[src/sv/sod_pkg.sv]
// shared types and constants for the sound onset detector
package sod_pkg;

   localparam int SAMPLE_W     = 12;
   localparam int THRESHOLD_W  = 12;
   localparam int COUNT_W      = 16;
   localparam int CSR_DATA_W   = 16;
   localparam int CSR_INDEX_W  = 2;

   localparam int BASELINE_COUNT_DEF = 32;

   localparam logic [THRESHOLD_W-1:0] THRESHOLD_RST = 12'd80;
   localparam logic [COUNT_W-1:0]     COOLDOWN_RST  = 16'd240;
   localparam logic [COUNT_W-1:0]     GRACE_RST     = 16'd600;

   // register indexes on the csr port
   localparam logic [CSR_INDEX_W-1:0] CSR_THRESHOLD = 2'd0;
   localparam logic [CSR_INDEX_W-1:0] CSR_COOLDOWN  = 2'd1;
   localparam logic [CSR_INDEX_W-1:0] CSR_GRACE     = 2'd2;

   // item opcodes
   localparam logic OP_SAMPLE = 1'b0;
   localparam logic OP_REARM  = 1'b1;

   typedef struct packed {
      logic [THRESHOLD_W-1:0] threshold;
      logic [COUNT_W-1:0]     cooldown_samples;
      logic [COUNT_W-1:0]     grace_samples;
   } cfg_type;

   typedef struct packed {
      logic                detected;
      logic                armed;
      logic [SAMPLE_W-1:0] baseline_level;
   } result_type;

endpackage

[src/sv/sod_csr.sv]
// configuration registers of the sound onset detector
module sod_csr
   import sod_pkg::*;
(
   input  logic                   clock,
   input  logic                   reset,
   input  logic                   csr_we,
   input  logic [CSR_INDEX_W-1:0] csr_index,
   input  logic [CSR_DATA_W-1:0]  csr_wdata,
   output cfg_type                cfg
);

   cfg_type cfg_ff;
   cfg_type cfg_in;

   always_comb begin
      cfg_in = cfg_ff;
      if (csr_we) begin
         case (csr_index)
            CSR_THRESHOLD: cfg_in.threshold        = csr_wdata[THRESHOLD_W-1:0];
            CSR_COOLDOWN:  cfg_in.cooldown_samples = csr_wdata[COUNT_W-1:0];
            CSR_GRACE:     cfg_in.grace_samples    = csr_wdata[COUNT_W-1:0];
            default:       cfg_in = cfg_ff;
         endcase
      end
   end

   always_ff @(posedge clock) begin
      if (reset) begin
         cfg_ff.threshold        <= THRESHOLD_RST;
         cfg_ff.cooldown_samples <= COOLDOWN_RST;
         cfg_ff.grace_samples    <= GRACE_RST;
      end else begin
         cfg_ff <= cfg_in;
      end
   end

   assign cfg = cfg_ff;

endmodule

[src/sv/sod_tracker.sv]
// baseline tracking state, grace and cooldown counters, onset decision
module sod_tracker
   import sod_pkg::*;
#(
   parameter int BASELINE_COUNT = BASELINE_COUNT_DEF
)
(
   input  logic                clock,
   input  logic                reset,
   input  cfg_type             cfg,
   input  logic                step,
   input  logic                op,
   input  logic [SAMPLE_W-1:0] sample,
   output result_type          result
);

   localparam int CNT_W   = $clog2(BASELINE_COUNT);
   localparam int SUM_W   = SAMPLE_W + CNT_W;
   localparam int SHIFT   = SUM_W + CNT_W;
   localparam int RECIP_W = SUM_W + 1;
   localparam int PROD_W  = SUM_W + RECIP_W;
   localparam longint unsigned RECIP =
      ((longint'(1) << SHIFT) + longint'(BASELINE_COUNT) - 1) / longint'(BASELINE_COUNT);
   localparam logic [CNT_W:0] COUNT_LAST = (CNT_W+1)'(BASELINE_COUNT);

   logic [SAMPLE_W-1:0] baseline_ff, baseline_in;
   logic                valid_ff, valid_in;
   logic [SUM_W-1:0]    sum_ff, sum_in;
   logic [CNT_W-1:0]    count_ff, count_in;
   logic [COUNT_W-1:0]  grace_ff, grace_in;
   logic [COUNT_W-1:0]  cooldown_ff, cooldown_in;

   logic [SUM_W-1:0]    sum_add;
   logic [CNT_W:0]      count_add;
   logic [PROD_W-1:0]   mean_prod;
   logic [15:0]         smooth_acc;
   logic [SAMPLE_W-1:0] smooth;
   logic [SAMPLE_W-1:0] dev;
   logic [COUNT_W-1:0]  cooldown_dec;
   logic                det;

   assign sum_add   = sum_ff + SUM_W'(sample);
   assign count_add = {1'b0, count_ff} + (CNT_W+1)'(1);
   // divide by the burst length through a reciprocal multiply
   assign mean_prod = PROD_W'(sum_add) * PROD_W'(RECIP_W'(RECIP));
   // 15*b + s, then floor divide by 16
   assign smooth_acc = {baseline_ff, 4'b0000} - {4'b0000, baseline_ff}
                     + {4'b0000, sample};
   assign smooth = smooth_acc[15:4];
   assign dev    = (sample >= smooth) ? (sample - smooth) : (smooth - sample);
   assign cooldown_dec = (cooldown_ff != '0) ? (cooldown_ff - COUNT_W'(1)) : cooldown_ff;

   always_comb begin
      baseline_in = baseline_ff;
      valid_in    = valid_ff;
      sum_in      = sum_ff;
      count_in    = count_ff;
      grace_in    = grace_ff;
      cooldown_in = cooldown_ff;
      det         = 1'b0;
      if (op == OP_REARM) begin
         baseline_in = '0;
         valid_in    = 1'b0;
         sum_in      = '0;
         count_in    = '0;
         grace_in    = cfg.grace_samples;
      end else begin
         cooldown_in = cooldown_dec;
         if (grace_ff != '0) begin
            grace_in = grace_ff - COUNT_W'(1);
         end else if (!valid_ff) begin
            if (count_add >= COUNT_LAST) begin
               baseline_in = mean_prod[SHIFT +: SAMPLE_W];
               valid_in    = 1'b1;
               sum_in      = '0;
               count_in    = '0;
            end else begin
               sum_in   = sum_add;
               count_in = count_add[CNT_W-1:0];
            end
         end else begin
            baseline_in = smooth;
            if (dev > cfg.threshold && cooldown_dec == '0) begin
               det         = 1'b1;
               cooldown_in = cfg.cooldown_samples;
            end
         end
      end
   end

   always_ff @(posedge clock) begin
      if (reset) begin
         baseline_ff <= '0;
         valid_ff    <= 1'b0;
         sum_ff      <= '0;
         count_ff    <= '0;
         grace_ff    <= GRACE_RST;
         cooldown_ff <= '0;
      end else if (step) begin
         baseline_ff <= baseline_in;
         valid_ff    <= valid_in;
         sum_ff      <= sum_in;
         count_ff    <= count_in;
         grace_ff    <= grace_in;
         cooldown_ff <= cooldown_in;
      end
   end

   assign result.detected       = det;
   assign result.armed          = valid_in && (grace_in == '0);
   assign result.baseline_level = baseline_in;

endmodule

[src/sv/sound_onset_detector_core.sv]
// sound onset detector: one result per item
// an item sits in the input register, then its result is registered
// throughput one item per cycle; a held result only stalls once the input register is full
// synchronous active-high reset: baseline cleared, grace reloaded from 600, cooldown clear,
// configuration back to threshold 80, cooldown 240, grace 600
module sound_onset_detector_core
   import sod_pkg::*;
#(
   parameter int BASELINE_COUNT = BASELINE_COUNT_DEF
)
(
   input  logic                   clock,
   input  logic                   reset,
   input  logic                   req_valid,
   output logic                   req_ready,
   input  logic                   req_op,
   input  logic [SAMPLE_W-1:0]    req_sample,
   output logic                   rsp_valid,
   input  logic                   rsp_ready,
   output logic                   rsp_detected,
   output logic                   rsp_armed,
   output logic [SAMPLE_W-1:0]    rsp_baseline_level,
   input  logic                   csr_we,
   input  logic [CSR_INDEX_W-1:0] csr_index,
   input  logic [CSR_DATA_W-1:0]  csr_wdata
);

   cfg_type    cfg;
   result_type result;

   logic                in_valid_ff, in_valid_in;
   logic                in_op_ff;
   logic [SAMPLE_W-1:0] in_sample_ff;
   logic                out_valid_ff, out_valid_in;
   result_type          out_ff;
   logic                advance;
   logic                req_xfer;

   assign advance   = in_valid_ff && (!out_valid_ff || rsp_ready);
   assign req_ready = !in_valid_ff || advance;
   assign req_xfer  = req_valid && req_ready;

   assign in_valid_in  = req_xfer || (in_valid_ff && !advance);
   assign out_valid_in = advance || (out_valid_ff && !rsp_ready);

   sod_csr u_csr (
      .clock     (clock),
      .reset     (reset),
      .csr_we    (csr_we),
      .csr_index (csr_index),
      .csr_wdata (csr_wdata),
      .cfg       (cfg)
   );

   sod_tracker #(
      .BASELINE_COUNT (BASELINE_COUNT)
   ) u_tracker (
      .clock  (clock),
      .reset  (reset),
      .cfg    (cfg),
      .step   (advance),
      .op     (in_op_ff),
      .sample (in_sample_ff),
      .result (result)
   );

   always_ff @(posedge clock) begin
      if (reset) begin
         in_valid_ff  <= 1'b0;
         out_valid_ff <= 1'b0;
      end else begin
         in_valid_ff  <= in_valid_in;
         out_valid_ff <= out_valid_in;
      end
   end

   always_ff @(posedge clock) begin
      if (req_xfer) begin
         in_op_ff     <= req_op;
         in_sample_ff <= req_sample;
      end
      if (advance) begin
         out_ff <= result;
      end
   end

   assign rsp_valid          = out_valid_ff;
   assign rsp_detected       = out_ff.detected;
   assign rsp_armed          = out_ff.armed;
   assign rsp_baseline_level = out_ff.baseline_level;

   // a detection only ever comes from an armed tracker
   a_det_armed : assert property (@(posedge clock) disable iff (reset)
      rsp_valid |-> (!rsp_detected || rsp_armed))
      else $error("detection reported while not armed");

   // a processed item always shows up as a result in the next cycle
   a_adv_result : assert property (@(posedge clock) disable iff (reset)
      advance |=> rsp_valid)
      else $error("processed item produced no result");

   // no transfer may land on a full input register that is not draining
   a_no_overrun : assert property (@(posedge clock) disable iff (reset)
      !(req_xfer && in_valid_ff && !advance))
      else $error("input register overwritten");

   // a stalled result holds its value
   a_hold : assert property (@(posedge clock) disable iff (reset)
      (rsp_valid && !rsp_ready) |=> (rsp_valid && $stable(out_ff)))
      else $error("stalled result changed");

endmodule
[config.mk]
export PLATFORM = sky130hd
export DESIGN_NAME = sound_onset_detector_core
export DESIGN_NICKNAME = d
export VERILOG_FILES = /design/src/sv/sod_pkg.sv /design/src/sv/sod_csr.sv /design/src/sv/sod_tracker.sv /design/src/sv/sound_onset_detector_core.sv
export SDC_FILE = /design/constraint.sdc
export NUM_CORES = 1
export LEC_CHECK = 0
export BUFFER_PORTS_ARGS = -buffer_cell sky130_fd_sc_hd__buf_2
export CORE_ASPECT_RATIO = 1.4
export CORE_MARGIN = 5
export CORE_UTILIZATION = 54
export CTS_CLUSTER_SIZE = 16
export DETAILED_ROUTE_END_ITERATION = 8
export PLACE_DENSITY = 0.74
export SLEW_MARGIN = 10
export SYNTH_ARGS = -nofsm -noshare
export SYNTH_HDL_FRONTEND = slang
export SYNTH_HIERARCHICAL = 1
export SYNTH_SLANG_ARGS = --single-unit
[constraint.sdc]
create_clock -name clock -period 12.4 [get_ports clock]
set_input_delay 2.48 -clock clock [delete_from_list [all_inputs] [get_ports clock]]
set_output_delay 2.48 -clock clock [all_outputs]
set_load 0.005 [all_outputs]
# --- Word level (Yosys, flattened, before mapping) ---
# Cells that the tools add are included.
word_totals:
  ff_bits: 140
  wordCells: 82
op_classes:
  magnitude_cmp: 3
  addsub: 8
  n_bitwise: 2
  n_reduce_logical: 25
  eq_ne: 4
  n_mux: 24
ops:
  columns: ["cell", "count"]
  rows:
  - ["16-bit two-way mux", 6]
  - ["17-bit two-way mux", 4]
  - ["12-bit two-way mux", 5]
  - ["16-bit logical NOT", 2]
  - ["16-bit nonzero test", 2]
  - ["16-bit by 1-bit subtractor with 16-bit output, second input constant", 2]
  - ["12-bit subtractor", 2]
  - ["5-bit two-way mux", 4]
  - ["17-bit by 12-bit adder with 17-bit output", 1]
  - ["16-bit by 12-bit adder with 16-bit output", 1]
  - ["16-bit by 12-bit subtractor with 16-bit output", 1]
  - ["12-bit greater-or-equal comparator", 1]
  - ["12-bit greater-than comparator", 1]
  - ["2-bit AND reduction", 4]
  - ["5-bit by 1-bit adder with 6-bit output, second input constant", 1]
  - ["6-bit greater-or-equal comparator, second input constant", 1]
  - ["1-bit logical AND", 6]
  - ["1-bit two-way mux", 5]
  - ["1-bit logical NOT", 4]
  - ["1-bit logical OR", 4]
  - ["2-bit inequality test, second input constant", 2]
  - ["3-bit AND reduction", 1]
  - ["3-bit OR reduction", 1]
  - ["2-bit by 1-bit == test with 1-bit output, second input constant", 1]
  - ["other kinds (3)", 4]

# --- Longest topological paths before layout ---
# Gate-level depths: netlist of the first run.
depth:
  ltp_word: 9
  mapped_depth: 31

# --- Cells and area by module ---
# The synthesis of the first run kept the hierarchy.
modules_own_cells:
  columns: ["module", "cells_each", "n_inst", "area_each_um2"]
  rows:
  - ["sod_tracker", 916, 1, 6802.8]
  - ["sod_csr", 169, 1, 1795.5]
  - ["sound_onset_detector_core", 37, 1, 914.6]

# --- Least setup slack after synthesis of the first run ---
# Ideal clock, no wire load.
synth_timing:
  path_type: "register to register"
  startpoint: "reg in_sample_ff[4]"
  endpoint: "reg out_ff (netlist bit rsp_detected), data pin"
  required_ns: 12.149
  synth_period_minus_slack_ns: 6.249
  stages_incl_launch_ff: 29
  setup_slack_ns: 6.151
  arrival_time_ns: 5.998
  cell_sequence: "edfxtp_1 -> fa_1 -> ha_1 -> or3_1 -> a31o_2 -> a31oi_1 -> xnor2_1 -> inv_1 -> ha_1 -> clkbuf_1 -> nor2b_1 -> o2111ai_1 -> nand3_1 -> o41ai_1 -> o21ai_0 -> o221ai_1 -> buf_2 -> mux2i_1 -> xnor2_1 -> ha_1 -> nand4_1 -> or3_1 -> o2111ai_1 -> a211oi_1 -> and4_1 -> buf_2 -> buf_2 -> and2_1 -> buf_4"
synth_between:
  elab_chain_cells: 6
  elab_cells_between_ends: 8
  classes_between: "add/sub (3); order compare (2); mux (2); reduce/logical (1)"
synth_lines:
  columns: ["item", "line_no", "text"]
  rows:
  - ["start, declared", "sound_onset_detector_core.sv:33", "logic [SAMPLE_W-1:0] in_sample_ff;"]
  - ["start signal, assigned", "sound_onset_detector_core.sv:80", "in_sample_ff <= req_sample;"]
  - ["16-bit by 12-bit adder with 16-bit output", "sod_tracker.sv:48", "+ {4'b0000, sample};"]
  - ["12-bit subtractor / 12-bit greater-or-equal comparator (equally long branches)", "sod_tracker.sv:50", "assign dev = (sample >= smooth) ? (sample - smooth) : (smooth - sample);"]
  - ["12-bit two-way mux *", "sod_tracker.sv:50", null]
  - ["12-bit greater-than comparator *", "sod_tracker.sv:83", "if (dev > cfg.threshold && cooldown_dec == '0) begin"]
  - ["1-bit logical AND *", "sod_tracker.sv:83", null]
  - ["1-bit two-way mux *", "sod_tracker.sv:83", null]
  - ["end signal, assigned", "sound_onset_detector_core.sv:83", "out_ff <= result;"]
  - ["end, declared", "sound_onset_detector_core.sv:35", "result_type out_ff;"]
# Mark *: on every way between the ends. The rest lies on a longest branch, timed or not.
# A chain may end at the register's enable or synchronous reset.

# --- Worst setup path in the final report of the first run ---
layout_timing:
  startpoint: "reg in_sample_ff[4]"
  endpoint: "reg u_tracker.cooldown_ff[3]"
layout_between:
  elab_chain_cells: 8
  elab_cells_between_ends: 10
  classes_between: "add/sub (3); order compare (2); mux (4); reduce/logical (1)"
layout_lines:
  columns: ["item", "line_no", "text"]
  rows:
  - ["16-bit by 12-bit adder with 16-bit output", "sod_tracker.sv:48", null]
  - ["12-bit subtractor / 12-bit greater-or-equal comparator (equally long branches)", "sod_tracker.sv:50", null]
  - ["12-bit two-way mux *", "sod_tracker.sv:50", null]
  - ["12-bit greater-than comparator *", "sod_tracker.sv:83", null]
  - ["1-bit logical AND *", "sod_tracker.sv:83", null]
  - ["16-bit two-way mux *", "sod_tracker.sv:83", null]
  - ["16-bit two-way mux *", "sod_tracker.sv:71", "end else if (!valid_ff) begin"]
  - ["16-bit two-way mux *", "sod_tracker.sv:69", "if (grace_ff != '0) begin"]
  - ["end signal, assigned", "sod_tracker.sv:105", "cooldown_ff <= cooldown_in;"]
  - ["end, declared", "sod_tracker.sv:31", "logic [COUNT_W-1:0] cooldown_ff, cooldown_in;"]
# Marks and branches as above.

==> results.sh, run 1 <==
export IMPL_fin_util_pct=60.6
export IMPL_synthDistinctLibCells=80
export IMPL_start_util_pct=54.9
export IMPL_rows=57
export IMPL_critPathSlowestCell="and4_1"
export IMPL_ctsResizeCount=0
export IMPL_synth_net_count=1237
export IMPL_pin_count=52
export IMPL_outcome="complete, no violations"
export IMPL_drive_gt1_share_pct=9.84
export IMPL_path_buf_inv=2
export IMPL_postRouteWirelength_um=26100
export IMPL_cts_buffers=17
export IMPL_grt_pass1_vias=8140
export IMPL_peakVddDrop_uv=109
export IMPL_max_stage_delay_ns=0.66
export IMPL_grt_remaining_overflow=0
export IMPL_worstPathArrival_ns=7.46
export IMPL_antenna_found_initial=0
export IMPL_postCtsSetupBuffers=0
export IMPL_die_area_um2=20400
export IMPL_ys_flop_type="dfxtp_1"
export IMPL_cp_max_fo=17
export IMPL_synth_top_area_share_pct=23.8
export IMPL_first_pass_iters=7
export IMPL_layout_commonest_cell="dfxtp_1"
export IMPL_avgSynthCellArea_um2=8.48
export IMPL_synth_edf_count=27
export IMPL_yosysSeqAreaShare_pct=32.3
export IMPL_cp_start_kind="register"
export IMPL_crit_type="register to register"
export IMPL_cap_viol_max_count=0
export IMPL_hold_viol=0
export IMPL_dp_hpwl_um=19300
export IMPL_fmax_mhz=140
export IMPL_drt_iter0_drc=527
export IMPL_setup_ws_ns=5.26
export IMPL_worst_pin_slew_ns=0.986
export IMPL_worstSkewPairLatency_ns=0.42
export IMPL_slew_limit_headroom_pct=34.2
export IMPL_ys_seq_elements=140
export IMPL_h_tree_depth=4
export IMPL_portBuffers=51
export IMPL_num_antenna_cells=0
export IMPL_crit_required_ns=12.72
export IMPL_vias_per_cell=5.96
export IMPL_finalCriticalPeriod_ns=7.14
export IMPL_grt_usage_pct=25.9
export IMPL_core_um2=17300
export IMPL_async_reset_ff_share_pct=0
export IMPL_report_final_slew_viol_count=0
export IMPL_clockRootBuffer="clkbuf_16"
export IMPL_final_cell_mix="113 x dfxtp_1, 111 x nor2_1, 83 x inv_1"
export IMPL_clock_sinks=140
export IMPL_clk_path_buf_depth=2
export IMPL_netlist_area_um2=9510
export IMPL_yosysTopAreaCell="dfxtp_1"
export IMPL_cts_tree="done"
export IMPL_grt_pass1_wl_um=41500
export IMPL_cts_hold_buf=0
export IMPL_timing_critical_path_to_type="register"
export IMPL_p_per_area_nw_per_um2=133
export IMPL_area_growth_pct=10.3
export IMPL_synth_warnings=6
export IMPL_die_h_um=167
export IMPL_power_leakage_uw=0.00442
export IMPL_hold_class="register to register"
export IMPL_post_route_drc_count=0
export IMPL_fin_crit_sh_pct=57.6
export IMPL_final_antenna_net_count=0
export IMPL_timing_setup_tns_ns=0
export IMPL_clk_pin_slew_ns=0.06
export IMPL_path_delay_family="compound AO/OA/AOI/OAI gates"
export IMPL_post_drt_wl_per_cell_um=18.7
export IMPL_rsz0062_at_grt="false"
export IMPL_grt_max_degree=106
export IMPL_place_ws_ns=5.43
export IMPL_synthCells=1122
export IMPL_yosys_top_cells_area="dfxtp_1 24%, ha_1 8.9%, edfxtp_1 8.5%"
export IMPL_die_width_um=122
export IMPL_gp_congestion=0.946
export IMPL_layout_nets=1260
export IMPL_fin_worst_skew_ns=0.00637
export IMPL_num_vias=8312
export IMPL_final_setup_viol_count=0
[routing by layer]
| metal | GRT usage (%) | vias up | wire (um) |
|---|---|---|---|
| met5 | 0 | - | 0 |
| met4 | 18.3 | 0 | 2070 |
| met3 | 4.04 | 99 | 1080 |
| met2 | 44.9 | 277 | 12900 |
| met1 | 28.2 | 3906 | 10000 |
| li1 | - | 4030 | - |
[registers in the layout, summed over array words and instances, names as in the netlist]
signal	flops
u_tracker/cooldown_ff	16
in_valid_ff	1
u_tracker/count_ff	5
u_tracker/grace_ff	16
u_tracker/baseline_ff	12
rsp_detected	1
u_tracker/valid_ff	1
u_csr/cfg	44
u_tracker/sum_ff	17
rsp_baseline_level	12
rsp_valid	1
in_op_ff	1
in_sample_ff	12
rsp_armed	1
[worst register-to-register path: stages (launching register included)]
cell       delay, ns
edfxtp_1        0.46
fa_1            0.52
ha_1            0.24
or3_1           0.38
a31o_2          0.25
a311oi_1        0.46
o21bai_1        0.14
xnor2_1         0.32
inv_1           0.08
ha_1            0.42
nor3_1          0.23
nor2_1          0.07
o41ai_1         0.07
o21ai_0         0.20
o221ai_1        0.30
buf_4           0.28
mux2i_1         0.23
xnor2_1         0.15
ha_1            0.28
nand4_1         0.15
or3_1           0.13
o2111ai_1       0.09
a211oi_1        0.25
and4_1          0.66
and2_1          0.28
a211oi_1        0.10
a211oi_1        0.26
[cell usage after synthesis (all sizes together) (28+ instances only)]
| cell type | count |
|---|---|
| dfxtp | 113 |
| nor2 | 111 |
| inv | 83 |
| nand2 | 77 |
| a21oi | 69 |
| mux2i | 69 |
| ha | 68 |
| nand2b | 55 |
| o21ai | 51 |
| clkbuf | 42 |
| xnor2 | 28 |
[path summary, 6_finish.rpt]
path / slack [ns] / start / end / depth (start not counted)
max reg2reg: 5.26 / in_sample_ff[4]$_DFFE_PP_ / u_tracker/cooldown_ff[3]$_SDFFE_PP0P_ / 26
min reg2reg: 0.47 / u_csr/cfg[18]$_SDFFE_PP0P_ / u_tracker/cooldown_ff[2]$_SDFFE_PP0P_ / 2
min: 0.47 / u_csr/cfg[18]$_SDFFE_PP0P_ / u_tracker/cooldown_ff[2]$_SDFFE_PP0P_ / 2
max: 5.26 / in_sample_ff[4]$_DFFE_PP_ / u_tracker/cooldown_ff[3]$_SDFFE_PP0P_ / 26
[where the power goes]
part	switching, uW	leakage (uW)	internal, uW
registers	15.7	0.00118	479
clock network	213	0.000292	306
logic	225	0.00295	156
[metrics by stage]
stage	instance area, um2	hold WS [ns]	cells	power [uW]
2_1_floorplan	9510	0.437	1122	787
3_3_place_gp	9900	0.457	1362	874
3_5_place_dp	9900	0.457	1362	878
4_1_cts	10500	0.469	1394	1400
5_1_grt	10500	0.496	1394	1470
6_report	10500	0.467	1394	1390
[layout make-up]
type	instances	area, um2
inverters	85	319
multi-input cells	841	5890
clock buffers	18	439
clock inverters	14	155
flip-flops and latches	140	3070
well taps	236	295
fillers	1556	6830
repair buffers	60	325
[kinds of logic (layout without fill, tap and decap cells)]
logic type                 Yosys count  in the layout  synth area share [%]
muxes                               71             71                  7.50
xor gates and xnor gates            49             49                  4.51
adders and majority gates           79             79                  11.3
buffers and inverters              141            177                  5.85
AOI/OAI and AO/OA                  254            254                  17.5
DFF                                140            140                  32.3
and+or+nand+nor                    388            388                  21.1
Note: power is estimated with default switching activity, not from simulation.
==> run 2, diff against run 1 <==
==> constraint.sdc (replaced) <==
create_clock -name clock -period 6.8 [get_ports clock]
set_input_delay 1.36 -clock clock [delete_from_list [all_inputs] [get_ports clock]]
set_output_delay 1.36 -clock clock [all_outputs]
set_load 0.005 [all_outputs]
==> run 2 against run 1 <==
The run now ends with design-rule violations left. Total power up 89%. Worst hold slack better by 0.0068 ns. Sequential share of layout area down 0.47 points. Routed wire length up 1.8%. Non-clock buffer count up 14. Clock-buffer cell count unchanged. Via count up 1.7%. Cell count up 1.1%. Core utilization up 0.99 points. Combinational power up 95%. Die area unchanged. Sequential cell count unchanged. Largest cell class unchanged.
==> results.sh, run 2 (synthesis gave the netlist of run 1 again) <==
export IMPL_largest_reg_flops=44
export IMPL_postCtsSetupBuffers=0
export IMPL_cts_tree="done"
export IMPL_pin_count=52
export IMPL_antenna_found_initial=0
export IMPL_core_um2=17300
export IMPL_rsz0062_at_grt="false"
export IMPL_failed_checks="design-rule violations"
export IMPL_crit_type="register to register"
export IMPL_worstSkewPairLatency_ns=0.43
export IMPL_timing_critical_path_to_type="register"
export IMPL_area_growth_pct=12.1
export IMPL_vias_per_cell=6.00
export IMPL_clk_path_buf_depth=2
export IMPL_finalCriticalPeriod_ns=6.42
export IMPL_drt_iter0_drc=689
export IMPL_cp_start_kind="register"
export IMPL_final_cell_mix="113 x dfxtp_1, 111 x nor2_1, 83 x inv_1"
export IMPL_nFillCells=1538
export IMPL_cp_max_fo=6
export IMPL_multi_input_area_um2=5930
export IMPL_timing_setup_tns_ns=0
export IMPL_first_pass_iters=8
export IMPL_grt_pass1_vias=8145
export IMPL_rows=57
export IMPL_gp_congestion=0.938
export IMPL_grt_max_degree=83
export IMPL_cap_viol_max_count=0
export IMPL_slew_limit_headroom_pct=26.4
export IMPL_peakVddDrop_uv=166
export IMPL_stdcell_count=1409
export IMPL_worstPathArrival_ns=6.72
export IMPL_design_area_um2=10700
export IMPL_p_per_area_nw_per_um2=247
export IMPL_final_antenna_net_count=0
export IMPL_fin_worst_skew_ns=0.00711
export IMPL_clockRootBuffer="clkbuf_16"
export IMPL_fin_crit_sh_pct=94.4
export IMPL_grt_remaining_overflow=0
export IMPL_dp_cells=1375
export IMPL_cts_hold_buf=0
export IMPL_grt_usage_pct=26.1
export IMPL_layout_nets=1275
export IMPL_power_leakage_uw=0.00451
export IMPL_register_area_um2=3070
export IMPL_outcome="complete, but fails checks"
export IMPL_num_antenna_cells=0
export IMPL_post_drt_wl_per_cell_um=18.8
export IMPL_setup_ws_ns=0.378
export IMPL_dp_hpwl_um=19400
export IMPL_die_area_um2=20400
export IMPL_postRouteWirelength_um=26500
export IMPL_hold_class="register to register"
export IMPL_final_setup_viol_count=0
export IMPL_cts_buffers=17
export IMPL_num_vias=8452
export IMPL_die_width_um=122
export IMPL_clock_sinks=140
export IMPL_portBuffers=51
export IMPL_post_route_drc_count=1
export IMPL_drive_gt1_share_pct=11.3
export IMPL_clk_pin_slew_ns=0.06
export IMPL_place_ws_ns=0.0676
export IMPL_fmax_mhz=156
export IMPL_start_util_pct=54.9
export IMPL_crit_required_ns=7.10
export IMPL_worst_pin_slew_ns=1.10
export IMPL_grt_pass1_wl_um=41900
export IMPL_hold_viol=0
export IMPL_h_tree_depth=4
export IMPL_report_final_slew_viol_count=0
export IMPL_die_h_um=167
export IMPL_postPlaceCellArea_um2=10000
export IMPL_layout_commonest_cell="dfxtp_1"
==> run 2: path summary, 6_finish.rpt <==
| path | from | to | slack (ns) | cells after the start |
|---|---|---|---|---|
| setup / recovery | in_sample_ff[4]$_DFFE_PP_ | u_tracker/cooldown_ff[9]$_SDFFE_PP0P_ | 0.38 | 26 |
| hold / removal | u_csr/cfg[18]$_SDFFE_PP0P_ | u_tracker/cooldown_ff[2]$_SDFFE_PP0P_ | 0.47 | 2 |
| setup reg to reg | in_sample_ff[4]$_DFFE_PP_ | u_tracker/cooldown_ff[9]$_SDFFE_PP0P_ | 0.38 | 26 |
| hold reg to reg | u_csr/cfg[18]$_SDFFE_PP0P_ | u_tracker/cooldown_ff[2]$_SDFFE_PP0P_ | 0.47 | 2 |
==> run 2: where the power goes <==
group	internal (uW)	total (uW)	switching, uW
clock network	615	995	380
registers	873	901	28.2
logic	307	742	434
==> run 2: layout make-up <==
class | instances | area share (%)
sequential | 140 | 28.8
clock buffer | 18 | 4.02
clock inverter | 14 | 1.81
tap | 236 | 2.77
multi-input combinational | 842 | 55.6
inverter | 85 | 2.99
timing repair buffer | 74 | 4.01
==> run 2: worst max-delay path, stage by stage (launching register included) <==
cell and delay [ns]:
edfxtp_1 0.48, fa_1 0.51, ha_1 0.24, or3_1 0.37, a31o_2 0.26, and4_1 0.19
nand2b_1 0.15, xnor2_1 0.25, inv_1 0.08, ha_1 0.31, buf_4 0.16, nand4_1 0.17
nor2_1 0.07, a211o_1 0.32, a221oi_1 0.44, o21ai_0 0.17, mux2i_1 0.19, xnor2_1 0.10
ha_1 0.30, nand4_1 0.12, or3_1 0.40, o2111ai_1 0.11, a211oi_2 0.09, and4_2 0.32
a22o_1 0.24, a22oi_1 0.18, nor2_1 0.05
==> run 2: metal layers <==
metal	share of wire [%]	vias up	global-route usage [%]
li1	-	4061	-
met1	39	4024	29.4
met2	50	297	45.2
met3	5.1	70	4.38
met4	6.2	0	16.2
met5	0	-	0
==> run 2: per-stage QoR <==
stage	utilization [%]	power [uW]	hold slack, ns
2_1_floorplan	-	1430	0.437
3_3_place_gp	57.7	1620	0.460
3_5_place_dp	57.7	1630	0.461
4_1_cts	61.3	2620	0.472
5_1_grt	61.6	2760	0.498
6_report	61.6	2640	0.474
==> run 2: timing repair <==
item                       CTS  global route
gates resized for setup      0             9
setup endpoints to repair    0            17
hold endpoints to repair     0             0
==> run 3, diff against run 2 <==
--- a/config.mk
+++ b/config.mk
@@ -5,6 +5,7 @@
 export SDC_FILE = /design/constraint.sdc
 export NUM_CORES = 1
 export LEC_CHECK = 0
+export ABC_AREA = 1
 export BUFFER_PORTS_ARGS = -buffer_cell sky130_fd_sc_hd__buf_2
 export CORE_ASPECT_RATIO = 1.4
 export CORE_MARGIN = 5
==> run 3 against run 2 <==
The run now ends clean. Largest power group unchanged. Non-clock buffer count fell by 14. Critical path type unchanged. Highest routed layer unchanged. Cell count rose by 34%. Die area rose by 9.7%. Sequential power rose by 2%. Sequential cell count did not move. Register-to-register slack improved by 0.15 ns. Largest cell class unchanged. Clock skew rose by 0.0062 ns. Core utilization fell by 1.7 points.
==> results.sh, run 3 <==
export IMPL_cts_buffers=17
export IMPL_rows=60
export IMPL_yosysTopAreaCell="dfxtp_1"
export IMPL_h_tree_depth=4
export IMPL_synthCells=1603
export IMPL_worstPathArrival_ns=6.58
export IMPL_clk_path_buf_depth=2
export IMPL_layout_commonest_cell="nand2_1"
export IMPL_clkPwrFrac_pct=35.3
export IMPL_slew_limit_headroom_pct=42.0
export IMPL_drt_iter0_drc=949
export IMPL_synth_net_count=1718
export IMPL_num_antenna_cells=0
export IMPL_pin_count=52
export IMPL_pwr_share_seq_pct=33.8
export IMPL_final_antenna_net_count=0
export IMPL_core_um2=19200
export IMPL_clock_sinks=140
export IMPL_grt_max_degree=55
export IMPL_cap_viol_max_count=0
export IMPL_crit_type="register to register"
export IMPL_finalCriticalPeriod_ns=6.28
export IMPL_synth_warnings=6
export IMPL_cp_start_kind="register"
export IMPL_crit_path_frequent_cell="nand2_1"
export IMPL_layout_nets=1743
export IMPL_report_final_slew_viol_count=0
export IMPL_synthMostInstantiatedCell="nand2_1"
export IMPL_cts_hold_buf=0
export IMPL_grt_pass1_vias=9848
export IMPL_synth_edf_count=27
export IMPL_p_sw_share_pct=36.5
export IMPL_p_per_area_nw_per_um2=236
export IMPL_switchingPower_uw=992
export IMPL_worst_pin_slew_ns=0.869
export IMPL_worstSkewPairLatency_ns=0.43
export IMPL_crit_required_ns=7.11
export IMPL_grt_usage_pct=27.0
export IMPL_die_h_um=175
export IMPL_ys_flop_type="dfxtp_1"
export IMPL_fin_util_pct=59.8
export IMPL_clockRootBuffer="clkbuf_16"
export IMPL_avgSynthCellArea_um2=6.55
export IMPL_drive_gt1_share_pct=8.10
export IMPL_p_comb_share_pct=30.9
export IMPL_highest_signal_layer="met4"
export IMPL_start_util_pct=54.7
export IMPL_num_vias=10300
export IMPL_synthTopCellsByCount="424 x nand2_1, 248 x inv_1, 179 x nor2_1"
export IMPL_grt_pass1_wl_um=48600
export IMPL_yosys_top_cells_area="dfxtp_1 22%, nand2_1 15%, inv_1 8.9%"
export IMPL_final_cell_mix="424 x nand2_1, 248 x inv_1, 179 x nor2_1"
export IMPL_synthDistinctLibCells=51
export IMPL_area_growth_pct=9.48
export IMPL_hold_viol=0
export IMPL_power_leakage_uw=0.00575
export IMPL_hold_class="register to register"
export IMPL_final_setup_viol_count=0
export IMPL_post_drt_wl_per_cell_um=15.8
export IMPL_gp_congestion=0.989
export IMPL_dp_cells=1856
export IMPL_critPathSlowestCell="fa_1"
export IMPL_antenna_found_initial=0
export IMPL_fmax_mhz=159
export IMPL_netlist_area_um2=10500
export IMPL_outcome="complete, no violations"
export IMPL_p_int_uw=1720
export IMPL_peakVddDrop_uv=232
export IMPL_grt_remaining_overflow=0
export IMPL_fin_worst_skew_ns=0.0133
export IMPL_timing_critical_path_to_type="register"
export IMPL_met1_length_um=11800
export IMPL_largest_reg_flops=44
export IMPL_postRouteWirelength_um=29900
export IMPL_async_reset_ff_share_pct=0
export IMPL_portBuffers=51
export IMPL_die_width_um=128
export IMPL_stdcell_count=1889
export IMPL_post_route_drc_count=0
export IMPL_synth_top_area_share_pct=21.5
export IMPL_cts_tree="done"
export IMPL_fin_crit_sh_pct=92.3
export IMPL_clk_pin_slew_ns=0.07
export IMPL_cp_max_fo=16
export IMPL_route_met2_wl_um=14800
export IMPL_first_pass_iters=8
export IMPL_ys_seq_elements=140
export IMPL_die_area_um2=22400
export IMPL_yosysSeqAreaShare_pct=29.3
export IMPL_dp_hpwl_um=22800
export IMPL_vias_per_cell=5.46
export IMPL_max_stage_delay_ns=0.54
export IMPL_dr_wl_met3_um=1270
run 3: cell count changes after synthesis, moves of 47 or more:
cell      before  now
nor2_1       111  179
inv_1         83  248
nand2b_1      55    0
nand3_1       25  106
nand2_1       76  424
mux2i_1       69    1
a21oi_1       68  115
run 3: path summary, 6_finish.rpt:
path / slack [ns] / end / cells after the start / startpoint
hold / removal: 0.46 / u_tracker/sum_ff[16]$_SDFFE_PP0P_ / 2 / u_tracker/sum_ff[16]$_SDFFE_PP0P_
setup / recovery: 0.52 / u_tracker/cooldown_ff[3]$_SDFFE_PP0P_ / 32 / in_sample_ff[5]$_DFFE_PP_
hold reg to reg: 0.46 / u_tracker/sum_ff[16]$_SDFFE_PP0P_ / 2 / u_tracker/sum_ff[16]$_SDFFE_PP0P_
setup reg to reg: 0.52 / u_tracker/cooldown_ff[3]$_SDFFE_PP0P_ / 32 / in_sample_ff[5]$_DFFE_PP_
run 3: critical path: cells and delay by family, from the launching register on:
kind / cells / cell delay [ns]
adder cells (fa/ha/maj): 4 / 1.52
XOR/XNOR: 1 / 0.22
AO/OA/AOI/OAI: 7 / 1.49
AND/OR/NAND/NOR: 14 / 1.92
flip-flops: 1 / 0.46
buffers and inverters: 6 / 0.52
run 3: logic make-up (layout without fill, tap and decap cells):
group | after synthesis | in the layout | synth area share (%)
adders and majority gates | 79 | 79 | 10.2
AOI/OAI and AO/OA | 233 | 233 | 12.2
xor gates and xnor gates | 49 | 49 | 4.09
buffers and inverters | 308 | 346 | 11.8
and+or+nand+nor | 793 | 793 | 32.3
muxes | 1 | 1 | 0.0953
DFF | 140 | 140 | 29.3
run 3: layout make-up:
class / instances / area, um2
Inverter: 254 / 957
Timing Repair Buffer: 60 / 323
Clock inverter: 15 / 180
Clock buffer: 17 / 425
Sequential cell: 140 / 3070
Multi-Input combinational cell: 1155 / 6230
Fill cell: 1902 / 7720
Tap cell: 248 / 310
run 3: stage by stage:
stage	instance area, um2	hold slack, ns	power (uW)	TNS (ns)	worst slack [ns]
CTS	11500	0.467	2710	0	0.192
global placement	10900	0.443	1750	0	0.377
global route	11500	0.481	2900	-0.0352	-0.0352
detailed placement	10900	0.453	1750	0	0.295
finish	11500	0.464	2720	0	0.525
floorplan	10500	0.424	1550	0	1.33
run 3: layer usage:
layer  vias up  GRT usage, %
met2       327          47.0
met3        88          3.85
met1      4721          30.9
met5         -             0
li1       5178             -
met4         0          16.2
run 3: repair_timing:
item                       in CTS  in global routing
setup endpoints to repair       0                 17
hold endpoints to repair        0                  0
buffers inserted                0                  1
gates resized for setup         0                  5
run 3: power by group through the flow:
stage                     Clock [uW]  Sequential (uW)  Combinational [uW]
final                            959              918                 839
after global routing            1020              923                 958
after CTS                        973              918                 822
after detailed placement           0              936                 812
after global placement             0              935                 811
after floorplan                    0              922                 630
